`config.mk`:
```
export PLATFORM = sky130hd
export DESIGN_NAME = cemb_ctrl
export DESIGN_NICKNAME = d
export VERILOG_FILES = /design/src/design/cemb_pkg.sv /design/src/design/cemb_ctrl.sv
export SDC_FILE = /design/constraint.sdc
export NUM_CORES = 1
export LEC_CHECK = 0
export ABC_AREA = 1
export BUFFER_PORTS_ARGS = -buffer_cell sky130_fd_sc_hd__buf_2
export CORE_AREA = 5 5 42 44
export CTS_BUF_LIST = sky130_fd_sc_hd__clkbuf_4 sky130_fd_sc_hd__clkbuf_8
export CTS_CLUSTER_SIZE = 16
export DETAILED_ROUTE_END_ITERATION = 7
export DIE_AREA = 0 0 47 49
export GPL_ROUTABILITY_DRIVEN = 0
export RECOVER_POWER = 100
export SYNTH_ARGS = -nofsm -noshare
export SYNTH_HDL_FRONTEND = slang
export SYNTH_SLANG_ARGS = --single-unit
```
`constraint.sdc`:
```
create_clock -name clk_i -period 1 [get_ports clk_i]
set_input_delay 0.2 -clock clk_i [delete_from_list [all_inputs] [get_ports clk_i]]
set_output_delay 0.2 -clock clk_i [all_outputs]
set_load 0.02 [all_outputs]
```
`src/design/cemb_pkg.sv`:
```
// cemb_pkg: shared constants, codes and controller/datapath link types
// for the channel to extended memory bridge
// no dependencies
package cemb_pkg;

  localparam int unsigned MEM_WORDS = 4096;
  localparam int unsigned MEM_AW    = (MEM_WORDS > 1) ? $clog2(MEM_WORDS) : 1;

  localparam int unsigned CHAN_W    = 12;
  localparam int unsigned WORD_W    = 60;
  localparam int unsigned ADDR_W    = 24;
  localparam int unsigned SIZE_W    = 13;
  localparam int unsigned IN_TDATA_W  = 16;
  localparam int unsigned OUT_TDATA_W = 24;

  localparam logic [SIZE_W-1:0] MEM_SIZE_RESET = SIZE_W'(MEM_WORDS);

  // function codes
  localparam logic [CHAN_W-1:0] FN_READ   = 12'o5001;
  localparam logic [CHAN_W-1:0] FN_WRITE  = 12'o5002;
  localparam logic [CHAN_W-1:0] FN_STATUS = 12'o5004;
  localparam logic [CHAN_W-1:0] FN_CLEAR  = 12'o5010;

  // status codes
  localparam logic [1:0] ST_ABORT  = 2'b01;
  localparam logic [1:0] ST_ACCEPT = 2'b10;

  // address control bits
  localparam int unsigned ADDR_READ_ONE_BIT = 22;
  localparam int unsigned ADDR_FLAG_BIT     = 23;

  typedef enum logic [1:0] {
    CMD_FUNC = 2'd0,
    CMD_DATA = 2'd1,
    CMD_REQ  = 2'd2,
    CMD_DISC = 2'd3
  } cmd_e;

  typedef enum logic [1:0] {
    MODE_IDLE   = 2'd0,
    MODE_READ   = 2'd1,
    MODE_WRITE  = 2'd2,
    MODE_STATUS = 2'd3
  } mode_e;

  typedef enum logic [1:0] {
    REPLY_DECLINED  = 2'd0,
    REPLY_ACCEPTED  = 2'd1,
    REPLY_PROCESSED = 2'd2
  } reply_e;

  typedef struct packed {
    logic clr_en;
    logic load;
    logic exec;
  } ctrl_cmd_t;

  typedef struct packed {
    logic clr_done;
    logic out_busy;
  } dp_status_t;

endpackage

```
`src/design/cemb_ctrl.sv`:
```
// cemb_ctrl: sequencer for memory clear, item load and execute
// depends on cemb_pkg
module cemb_ctrl
  import cemb_pkg::*;
(
  input  logic       clk_i,
  input  logic       rst_ni,
  input  logic       in_valid_i,
  output logic       in_ready_o,
  input  dp_status_t status_i,
  output ctrl_cmd_t  cmd_o
);

  typedef enum logic [1:0] {
    S_CLEAR,
    S_IDLE,
    S_EXEC
  } state_e;

  state_e state_q;
  logic   ready_q;

  always_ff @(posedge clk_i or negedge rst_ni) begin
    if (!rst_ni) begin
      state_q <= S_CLEAR;
      ready_q <= 1'b0;
    end else begin
      unique case (state_q)
        S_CLEAR: begin
          if (status_i.clr_done) begin
            state_q <= S_IDLE;
            ready_q <= 1'b1;
          end
        end
        S_IDLE: begin
          if (in_valid_i && ready_q) begin
            state_q <= S_EXEC;
            ready_q <= 1'b0;
          end
        end
        S_EXEC: begin
          if (!status_i.out_busy) begin
            state_q <= S_IDLE;
            ready_q <= 1'b1;
          end
        end
        default: begin
          state_q <= S_CLEAR;
          ready_q <= 1'b0;
        end
      endcase
    end
  end

  assign in_ready_o   = ready_q;
  assign cmd_o.clr_en = (state_q == S_CLEAR);
  assign cmd_o.load   = in_valid_i && ready_q;
  assign cmd_o.exec   = (state_q == S_EXEC) && !status_i.out_busy;

endmodule

```
* After elaboration in Yosys (flattened, before gate mapping) *
Cells that the tools add are included.

cells by class
  reduce and logical (&&, ||, !) cells = 5
  eq/ne operators = 5
  mux-type cells = 8

operator list
  operator              count
  $mux W2               3
  $ne A2 B2 Y1 const B  3
  $pmux W2 S3           1
  $mux W1               3
  $pmux W1 S3           1
  $reduce_and A3 Y1     1
  $eq A2 B1 Y1 const B  1
  $eq A2 B2 Y1 const B  1
  $logic_and A1 B1 Y1   2
  $logic_not A2 Y1      1
  $logic_not A1 Y1      1

storage, ports and cells
  output and inout port bits = 4
  bits in registers = 3

* Depth between registers and ports, before layout *
Gate-level depths: netlist (run 1).

  depth after elaboration = 3
  gate-level depth with buffers = 5
  gate-level depth less buffers = 5

* Worst setup path after synthesis (run 1) *
Ideal clock, no wire load.

  path kind = register to register
  start = register state_q[0]
  end = register ready_q (netlist: in_ready_o)
  setup time = 118 ps
  path buffers = 0
  arrival time = 1,006 ps
  period minus slack after synthesis = 1,124 ps
  cell stages (with the launch flop) = 5
  slack = -124 ps
  path through = dfrtp_1 nor2_1 nand2_1 nand4_1 nand2_1

RTL lines
  what                    RTL line         text
  start, declared         cemb_ctrl.sv:20  state_e state_q;
  start signal, assigned  cemb_ctrl.sv:25  state_q <= S_CLEAR;
  start signal, assigned  cemb_ctrl.sv:31  state_q <= S_IDLE;
  start signal, assigned  cemb_ctrl.sv:37  state_q <= S_EXEC;
  end signal, assigned    cemb_ctrl.sv:26  ready_q <= 1'b0;
  end signal, assigned    cemb_ctrl.sv:32  ready_q <= 1'b1;
  end signal, assigned    cemb_ctrl.sv:38  ready_q <= 1'b0;
  end, declared           cemb_ctrl.sv:21  logic ready_q;

==> results of run 1 <==
## routing by layer
layer,vias to the layer above,GRT usage (%),wire length [um]
li1,92,-,-
met1,83,4.19,138
met2,5,5.43,242
met3,0,3.32,46
met4,0,5.53,0
met5,-,0,0
## flip-flops by register name (all words and copies together), names as in the netlist
signal and cells:
in_ready_o 1, state_q 2
## metrics by stage
step	cells	area (um^2)	utilization (%)	worst slack, ps	total power [mW]
floorplan	19	159	-	24.1	0.498
global placement	43	219	15.6	42.4	0.605
detailed placement	43	219	15.6	27.9	0.605
CTS	50	292	20.8	-201	0.969
global route	50	320	22.9	-226	1.14
finish	50	320	22.9	-196	1.05
## cell type report
class,instances,area share (%)
inverters,4,5.47
multi-input cells,12,27.0
flip-flops and latches,3,24.2
repair buffers,11,27.7
clock buffers,4,9.38
well taps,16,6.25
## power groups by stage
stage / sequential (mW) / clock [mW] / combinational, mW
2_1_floorplan: 0.268 / 0 / 0.231
3_3_place_gp: 0.247 / 0 / 0.358
5_1_grt: 0.280 / 0.259 / 0.599
3_5_place_dp: 0.249 / 0 / 0.356
6_report: 0.271 / 0.240 / 0.541
4_1_cts: 0.250 / 0.254 / 0.465
## cell families after synthesis
family                 after synthesis  share of synthesized area, %
AOI/OAI and AO/OA                    1                          5.13
buffers and inverters                4                          10.3
DFF                                  3                          51.3
and+or+nand+nor                     11                          33.3
## worst max path at each step
| stage | start | endpoint | slack [ps] | cells past startpoint |
|---|---|---|---|---|
| 5_1_grt | state_q[1] | cmd_o[0] | -230 | 3 |
| 3_5_place_dp | state_q[0] | cmd_o[0] | 30 | 2 |
| 4_1_cts | state_q[0] | cmd_o[0] | -200 | 2 |
| 3_3_place_gp | state_q[0] | cmd_o[0] | 40 | 2 |
| 2_1_floorplan | state_q[0] | cmd_o[0] | 20 | 1 |
| 6_report | state_q[0] | cmd_o[0] | -200 | 2 |
## worst register-to-register path: cells and delay by family, from the launching register on
| kind | cells | cell delay, ps |
|---|---|---|
| flops | 1 | 430 |
| buf+inv | 2 | 190 |
| simple gates | 3 | 240 |
## placed cells by master, fill, tap and decap left out, types with 2 or more instances in the layout
master and count:
sky130_fd_sc_hd__inv_2 2, sky130_fd_sc_hd__buf_2 3, sky130_fd_sc_hd__nand2_1 5, sky130_fd_sc_hd__dfrtp_2 2, sky130_fd_sc_hd__buf_6 4, sky130_fd_sc_hd__buf_4 2
sky130_fd_sc_hd__clkbuf_4 4
## timing repair
item                       CTS  global route
hold buffers                 1             0
resized for setup            8            10
setup buffers                2             0
hold endpoints to repair     3             0
pin swaps                    3             4
gates cloned                 0             0
setup endpoints to repair    3             7
==> parameters.txt, run 1 <==
Parameter                              Value

Outcome
  Result of the run    finished with violations
  Failing checks    setup timing

Run
  Number of violations of the max-capacitance limit    0

Final layout
  Area of all sequential standard cells    77.6 um^2
  Layout filler cell count    169
  Antenna Diode Count    0
  NumNets Final    40
  Share of final-layout standard cells stronger than drive strength 1    64.7%
  Area growth from synthesis to layout    119%
  Total area of multi-input combinational cells    roughly 86 um^2

Setup path
  Cell with the biggest individual delay on the critical path    sky130_fd_sc_hd__dfrtp_2
  Crit Path Category    reg -> out
  Maximum net fanout on the critical path    3
  Internal reg-to-reg setup slack    20 ps
  Top delay family on crit path    flip-flops
  CP endpoint kind    primary output
  Largest stage delay, worst path    430 ps
  Worst reg2reg path depth    5
  Startpoint types    register
  Data required time at the worst endpoint    800 ps
  Worst r2r src    state_q[0]
  Critical path, cell by cell    nor3_2 > buf_4
  Crit path buf inv count    1
  Arrival time reported for the critical path endpoint    1000 ps
  Endpoint of the worst register-to-register path    in_ready_o

STA
  Worst slack on hold paths    287 ps
  Unrepaired setup endpoints after global routing    true
  Slew of the pin with the lowest slew margin    approximately 230 ps
  FMAX    836 MHz
  PnR worst setup slack    -196 ps
  Final setup TNS    -416 ps
  Final setup violation count    3
  Worst clock skew    1.00 ps
  Hold Vio Cnt, Final    0
  Ratio of final minimum period to clock period    120%
  Headroom to the max-slew limit    84.5%
  Clock period minus final worst setup slack    1200 ps
  Total count of max-transition violations in the final report    0

Logic synthesis
  List of most frequent post-synthesis cells    5 x sky130_fd_sc_hd__nand2_1, 4 x sky130_fd_sc_hd__inv_1, 3 x sky130_fd_sc_hd__dfrtp_1, 3 x sky130_fd_sc_hd__nand3_1
  Cell with the most instances after synthesis    sky130_fd_sc_hd__nand2_1
  Post-synthesis net count    24
  Top-area cell type share of the netlist area    51.3%
  Mean instance size in the synthesized netlist    between 7 and 8 um^2
  Unique cell type count in the Yosys netlist    8
  Ys Warns    0
  Number of enable flip-flop cells after synthesis    0
  Cells taking the most area after synthesis    sky130_fd_sc_hd__dfrtp_1 51%, sky130_fd_sc_hd__nand2_1 13%, sky130_fd_sc_hd__nand3_1 10%
  Most frequently used flop master after synthesis    sky130_fd_sc_hd__dfrtp_1
  Post-synthesis sequential element count    3
  Cell area after synthesis    146 um^2
  Share of flip-flops with an asynchronous set or reset    100%
  Portion of the post-synthesis area used by sequential elements    51.3%
  Gate Count Post-Synth    19
  Largest area contributor in the synthesized netlist    sky130_fd_sc_hd__dfrtp_1

Pwr
  Combinational power share    51.4%
  Portion of total power attributed to the clock network    22.8%
  PD cells    3280 nW/um^2
  Switching Share    40.4%
  Reg power frac    25.7%
  Reported leakage power    around 0.16 nW
  Sw Pwr    about 430 uW
  Cell Int Power    626 uW
  Worst ir drop on vdd    0.488 mV

Floorplanning
  Chip Width    47 um
  Site row count    14
  Die area    2300 um^2
  I/O pin total    9
  DIE HEIGHT    49 um
  Initial Utilization    10.4%
  Area of the core    1400 um^2

Min path
  Worst min path class    in -> reg
  Hold Path Stages    3
  Hold Path Origin    status_i[0]
  End point of the worst hold path    state_q[1]

Clock network
  Worst skew pair latency    230 ps
  TritonCTS sink count    3
  Clock H-tree levels    1
  Number of buffers created by CTS    3
  Master cell of the clock root buffer    sky130_fd_sc_hd__clkbuf_4
  Number of buffers between clock root and the deepest sink    2
  TritonCTS clock tree    built
  Clock transition at the registers of the reported paths    40 ps

Detailed routing
  Routed length per placed instance    8.52 um
  Number of vias per cell    3.60
  Total routed wirelength    426 um
  TritonRoute pass-1 iters    3
  Total number of vias    between 150 and 200
  Remaining DRCs    0
  Remaining number of nets flagged by the antenna check after routing    0
  First DRT Iteration DRCs    2

GRT
  Maximum number of pins on one net before global-route repair    5
  Global-route congestion overflow total    0
  Initial antenna violation count    0
  Vias in the first global route    180
  Global-route wire length before repair    641 um
  Total global routing track utilization    4.51%

Placed design
  Number of port buffers    8
Power figures use the tool's default switching activity.
==> run 2, diff against run 1 <==
--- a/config.mk
+++ b/config.mk
@@ -9,11 +9,13 @@
 export BUFFER_PORTS_ARGS = -buffer_cell sky130_fd_sc_hd__buf_2
 export CORE_AREA = 5 5 42 44
 export CTS_BUF_LIST = sky130_fd_sc_hd__clkbuf_4 sky130_fd_sc_hd__clkbuf_8
+export CTS_CLUSTER_DIAMETER = 100
 export CTS_CLUSTER_SIZE = 16
 export DETAILED_ROUTE_END_ITERATION = 7
 export DIE_AREA = 0 0 47 49
 export GPL_ROUTABILITY_DRIVEN = 0
 export RECOVER_POWER = 100
+export SKIP_CTS_REPAIR_TIMING = 1
 export SYNTH_ARGS = -nofsm -noshare
 export SYNTH_HDL_FRONTEND = slang
 export SYNTH_SLANG_ARGS = --single-unit
==> run 2 against run 1 <==
  * The flow still finishes with violations (setup timing)
  * Clock power barely moved
  * Non-clock buffer count fell by 2
  * Combinational power fell by 20%
  * Wire length down 6.8%
  * Sequential cell count stayed put
  * Utilization fell by 2.6 points
  * Clock skew barely moved
  * Sequential share of layout area up 3.1 points
  * Register-to-register slack hardly changed
  * Final cell count fell by 4.0%
  * Maximum frequency grew 0.59%
==> parameters.txt, run 2 (synthesis results as in run 1) <==
Parameter                              Value

Outcome
  Result of the run    finished with violations
  Failing checks    setup timing

STA
  Worst slack on hold paths    260 ps
  Headroom to the max-slew limit    a little over four fifths
  Total count of max-transition violations in the final report    0
  Slew of the pin with the lowest slew margin    about 230 ps
  Unrepaired setup endpoints after global routing    true
  FMAX    approximately 840 MHz
  Clock period minus final worst setup slack    ~1200 ps
  Hold Vio Cnt, Final    0
  PnR worst setup slack    -189 ps
  Worst clock skew    1.00 ps
  Final setup violation count    3
  Ratio of final minimum period to clock period    119%

Final layout
  Antenna Diode Count    0
  Total area of multi-input combinational cells    71.3 um^2
  Commonest non-fill, non-tap cells in the layout    4 x sky130_fd_sc_hd__nand2_1, 4 x sky130_fd_sc_hd__clkbuf_4, 3 x sky130_fd_sc_hd__nand3_1, 3 x sky130_fd_sc_hd__buf_2, 3 x sky130_fd_sc_hd__buf_6
  Design area    284 um^2
  Area of all sequential standard cells    77.6 um^2
  Layout filler cell count    170
  NumNets Final    38
  Area growth from synthesis to layout    94.0%
  Reg with most FFs    state_q
  Share of final-layout standard cells stronger than drive strength 1    between 50% and 60%
  Largest register FFs    2

Detailed routing
  Remaining number of nets flagged by the antenna check after routing    0
  Total routed wirelength    397 um
  Routed length per placed instance    8.27 um
  Remaining DRCs    0
  Number of vias per cell    ~3.6
  First DRT Iteration DRCs    5
  TritonRoute pass-1 iters    4
  Total number of vias    173

Floorplanning
  Site row count    14
  I/O pin total    9
  Area of the core    1400 um^2
  DIE HEIGHT    49 um
  Initial Utilization    10.4%
  Chip Width    47 um
  Die area    2300 um^2

Pwr
  Sw Pwr    378 uW
  Reported leakage power    0.144 nW
  Reg power frac    28.3%
  Portion of total power attributed to the clock network    approximately a quarter
  PD cells    3310 nW/um^2
  Combinational power share    46.2%
  Switching Share    40.3%
  Worst ir drop on vdd    0.462 mV
  Cell Int Power    roughly 560 uW

Setup path
  Startpoint types    register
  CP endpoint kind    primary output
  Maximum net fanout on the critical path    4
  Crit Path Category    reg -> out
  Arrival time reported for the critical path endpoint    a little under 1000 ps
  Largest stage delay, worst path    about 430 ps
  Worst reg2reg path depth    4
  Critical path, cell by cell    nor3_2 > buf_4
  Internal reg-to-reg setup slack    roughly 30 ps
  Data required time at the worst endpoint    roughly 800 ps
  Cell with the biggest individual delay on the critical path    sky130_fd_sc_hd__dfrtp_2

GRT
  Most Crowded Layer GR    met4
  Met2 usage    between 5 and 6%
  Met1 track demand over resource    under 10%
  Vias in the first global route    between 150 and 200
  Initial antenna violation count    0
  Maximum number of pins on one net before global-route repair    5
  Total global routing track utilization    4.51%
  Global-route congestion overflow total    0
  Global-route wire length before repair    ~630 um
  Met3 capacity usage during global routing    3.69%

Clock network
  Number of buffers created by CTS    3
  Worst skew pair latency    230 ps
  Master cell of the clock root buffer    sky130_fd_sc_hd__clkbuf_4
  TritonCTS sink count    3
  TritonCTS clock tree    built
  Clock transition at the registers of the reported paths    about 40 ps
  Number of buffers between clock root and the deepest sink    2
  Clock H-tree levels    1

Run
  Number of violations of the max-capacitance limit    0

Placed design
  Cell Area, Placed    219 um^2
  Number of port buffers    8

Min path
  Worst min path class    in -> reg
  Hold Path Stages    3
-- run 2: cell count changes in the layout (fill, tap and decap cells not counted), sizes merged --
cell / change
buf: -2
-- run 2: power groups by stage --
stage          logic, mW  registers (mW)  clock network, mW
2_1_floorplan      0.231           0.268                  0
4_1_cts            0.358           0.248              0.254
3_3_place_gp       0.358           0.247                  0
6_report           0.434           0.266              0.240
5_1_grt            0.480           0.280              0.259
3_5_place_dp       0.356           0.249                  0
-- run 2: layout make-up --
class	count	share of cell area, %
inverters	4	5.29
well taps	16	7.05
flip-flops and latches	3	27.3
clock buffers	4	10.6
multi-input cells	12	25.1
repair buffers	9	24.7
-- run 2: worst max-delay path, delay by kind of cell (launching register included) --
| kind | cells | cell delay (ps) |
|---|---|---|
| buf+inv | 1 | 160 |
| simple gates | 1 | 170 |
| flops | 1 | 430 |
-- run 2: metal layers --
layer	part of all wire [%]	wire (um)
met1	33	132
met2	55	219
met3	11	45
met4	0	0
met5	0	0
-- run 2: per-stage QoR --
stage | total power [mW] | std cells | utilization (%) | TNS, ps | setup slack, ps
6_report | 0.940 | 48 | 20.3 | -395 | -189
5_1_grt | 1.02 | 48 | 20.3 | -657 | -249
4_1_cts | 0.860 | 47 | 17.8 | -537 | -230
3_5_place_dp | 0.605 | 43 | 15.6 | 0 | 27.9
3_3_place_gp | 0.605 | 43 | 15.6 | 0 | 42.4
2_1_floorplan | 0.498 | 19 | - | 0 | 24.1
-- run 2: path summary, 6_finish.rpt --
| kind | startpoint | to |
|---|---|---|
| setup / recovery | state_q[0] | cmd_o[0] |
| hold / removal | in_valid_i | state_q[1] |
| setup reg to reg | state_q[0] | in_ready_o |
| hold reg to reg | in_ready_o | in_ready_o |
| max in group asynchronous | rst_ni | state_q[0] |
| min in group asynchronous | rst_ni | state_q[1] |
==> run 3, diff against run 2 <==
==> constraint.sdc (replaced) <==
create_clock -name clk_i -period 1 [get_ports clk_i]
set_input_delay 0.2 -clock clk_i [delete_from_list [all_inputs] [get_ports clk_i]]
set_output_delay 0.2 -clock clk_i [all_outputs]
set_load 0.05 [all_outputs]
==> run 3 against run 2 <==
  * The run still ends with setup timing left
  * Worst hold slack improved by 59 ps
  * Sequential power about the same
  * Global-route usage decreased by 0.57 points
  * Critical path type unchanged
  * Largest cell class is now buffers
==> parameters.txt, run 3 (synthesis results as in run 1) <==
Parameter                              Value

Floorplanning
  Area of the core    ~1400 um^2
  DIE HEIGHT    49 um
  Die area    2300 um^2
  I/O pin total    9
  Chip Width    approximately 47 um
  Initial Utilization    a little over a tenth
  Site row count    14

Detailed routing
  Highest routed metal layer    met3
  First DRT Iteration DRCs    1
  Number of vias per cell    3.60
  Total number of vias    180
  Remaining DRCs    0
  Met3 wire length    41 um
  Met2 WL post-DR    about 220 um
  TritonRoute pass-1 iters    2
  Wire length on met1    111 um
  Total routed wirelength    374 um
  Remaining number of nets flagged by the antenna check after routing    0
  Routed length per placed instance    around 7.5 um

Clock network
  TritonCTS clock tree    built
  Master cell of the clock root buffer    sky130_fd_sc_hd__clkbuf_4
  Number of buffers created by CTS    3
  Clock H-tree levels    1
  TritonCTS sink count    3
  Number of buffers between clock root and the deepest sink    2
  Worst skew pair latency    approximately 220 ps
  Clock transition at the registers of the reported paths    approximately 30 ps

Pwr
  Sw Pwr    544 uW
  Portion of total power attributed to the clock network    about a fifth
  Reported leakage power    0.154 nW
  Worst ir drop on vdd    a little under 0.8 mV
  Switching Share    45.0%
  Cell Int Power    664 uW
  Combinational power share    58.9%
  PD cells    3700 nW/um^2
  Reg power frac    22.2%
  Overall power consumption    1.21 mW

GRT
  Maximum number of pins on one net before global-route repair    5
  Vias in the first global route    about 170
  Initial antenna violation count    0
  Global-route congestion overflow total    0
  Global-route wire length before repair    614 um
  Total global routing track utilization    3.94%

STA
  Total count of max-transition violations in the final report    0
  PnR worst setup slack    -212 ps
  FMAX    825 MHz
  Worst slack on hold paths    320 ps
  Headroom to the max-slew limit    ~86%
  Hold Vio Cnt, Final    0
  Clock period minus final worst setup slack    between 1000 and 1500 ps
  Final setup violation count    6
  Unrepaired setup endpoints after global routing    true
  Slew of the pin with the lowest slew margin    202 ps
  Ratio of final minimum period to clock period    121%
  Worst clock skew    roughly 1.8 ps

Final layout
  Commonest non-fill, non-tap cell in the layout    sky130_fd_sc_hd__nand2_1
  Final core utilization    23.3%
  Layout filler cell count    around 170
  Final Instance Count excl. Fillers    50
  Total area of multi-input combinational cells    roughly 75 um^2
  Design area    327 um^2
  Area of all sequential standard cells    78.8 um^2
  Reg with most FFs    state_q
  Commonest non-fill, non-tap cells in the layout    5 x sky130_fd_sc_hd__nand2_1, 4 x sky130_fd_sc_hd__clkbuf_4
  NumNets Final    40
  Largest register FFs    2
  Area growth from synthesis to layout    123%
  Share of final-layout standard cells stronger than drive strength 1    58.8%
  Antenna Diode Count    0

Outcome
  Result of the run    finished with violations
  Failing checks    setup timing

Setup path
  Endpoint of the worst register-to-register path    in_ready_o
  Worst r2r src    in_ready_o
  Arrival time reported for the critical path endpoint    a little over 1000 ps
  Data required time at the worst endpoint    roughly 800 ps
  CP endpoint kind    primary output
  Startpoint types    register
  Maximum net fanout on the critical path    4
  Worst reg2reg path depth    5
  Crit Path Category    reg -> out
  Internal reg-to-reg setup slack    -70 ps

Placed design
  Cell Area, Placed    241 um^2
  Placed Cells    44
  Detailed-placement wirelength estimate    361 um
  Number of port buffers    8

Run
  Number of violations of the max-capacitance limit    0

Min path
  Worst min path class    in -> async
==> run 3: worst max-delay path, stage by stage (launching register included) <==
cell and delay, ps:
sky130_fd_sc_hd__dfrtp_2 440, sky130_fd_sc_hd__nor3_4 170, sky130_fd_sc_hd__buf_6 180
==> run 3: how the worst max path moves through the flow <==
stage               start    endpoint  cells after the start
2_1_floorplan  state_q[1]  in_ready_o                      4
3_3_place_gp   state_q[0]    cmd_o[0]                      2
3_5_place_dp   state_q[0]    cmd_o[0]                      2
4_1_cts        state_q[0]    cmd_o[0]                      2
5_1_grt        state_q[0]    cmd_o[0]                      2
6_report       state_q[0]    cmd_o[0]                      2
==> run 3: power by group through the flow <==
stage               Combinational (mW)  Sequential (mW)  Clock [mW]
floorplan                        0.341            0.336           0
global placement                 0.548            0.264           0
detailed placement               0.553            0.268           0
CTS                              0.554            0.267       0.237
global route                     0.769            0.278       0.237
finish                           0.711            0.269       0.229
==> run 3: layout make-up <==
type / instances / area share (%)
repair buffers: 11 / 31.8
flip-flops and latches: 3 / 24.1
multi-input cells: 12 / 23.0
clock buffers: 4 / 9.20
well taps: 16 / 6.13
inverters: 4 / 5.75
==> run 3: layer usage <==
layer,track usage (%),vias to the layer above
li1,-,93
met1,2.42,83
met2,7.01,4
met3,2.95,0
met4,2.76,0
met5,0,-
==> run 3: per-stage QoR <==
stage               worst slack, ps  setup TNS [ps]
CTS                            -302            -933
floorplan                     -99.7            -371
detailed placement            -60.4           -62.3
global placement              -53.3           -57.9
global route                   -255           -1030
finish                         -212            -757
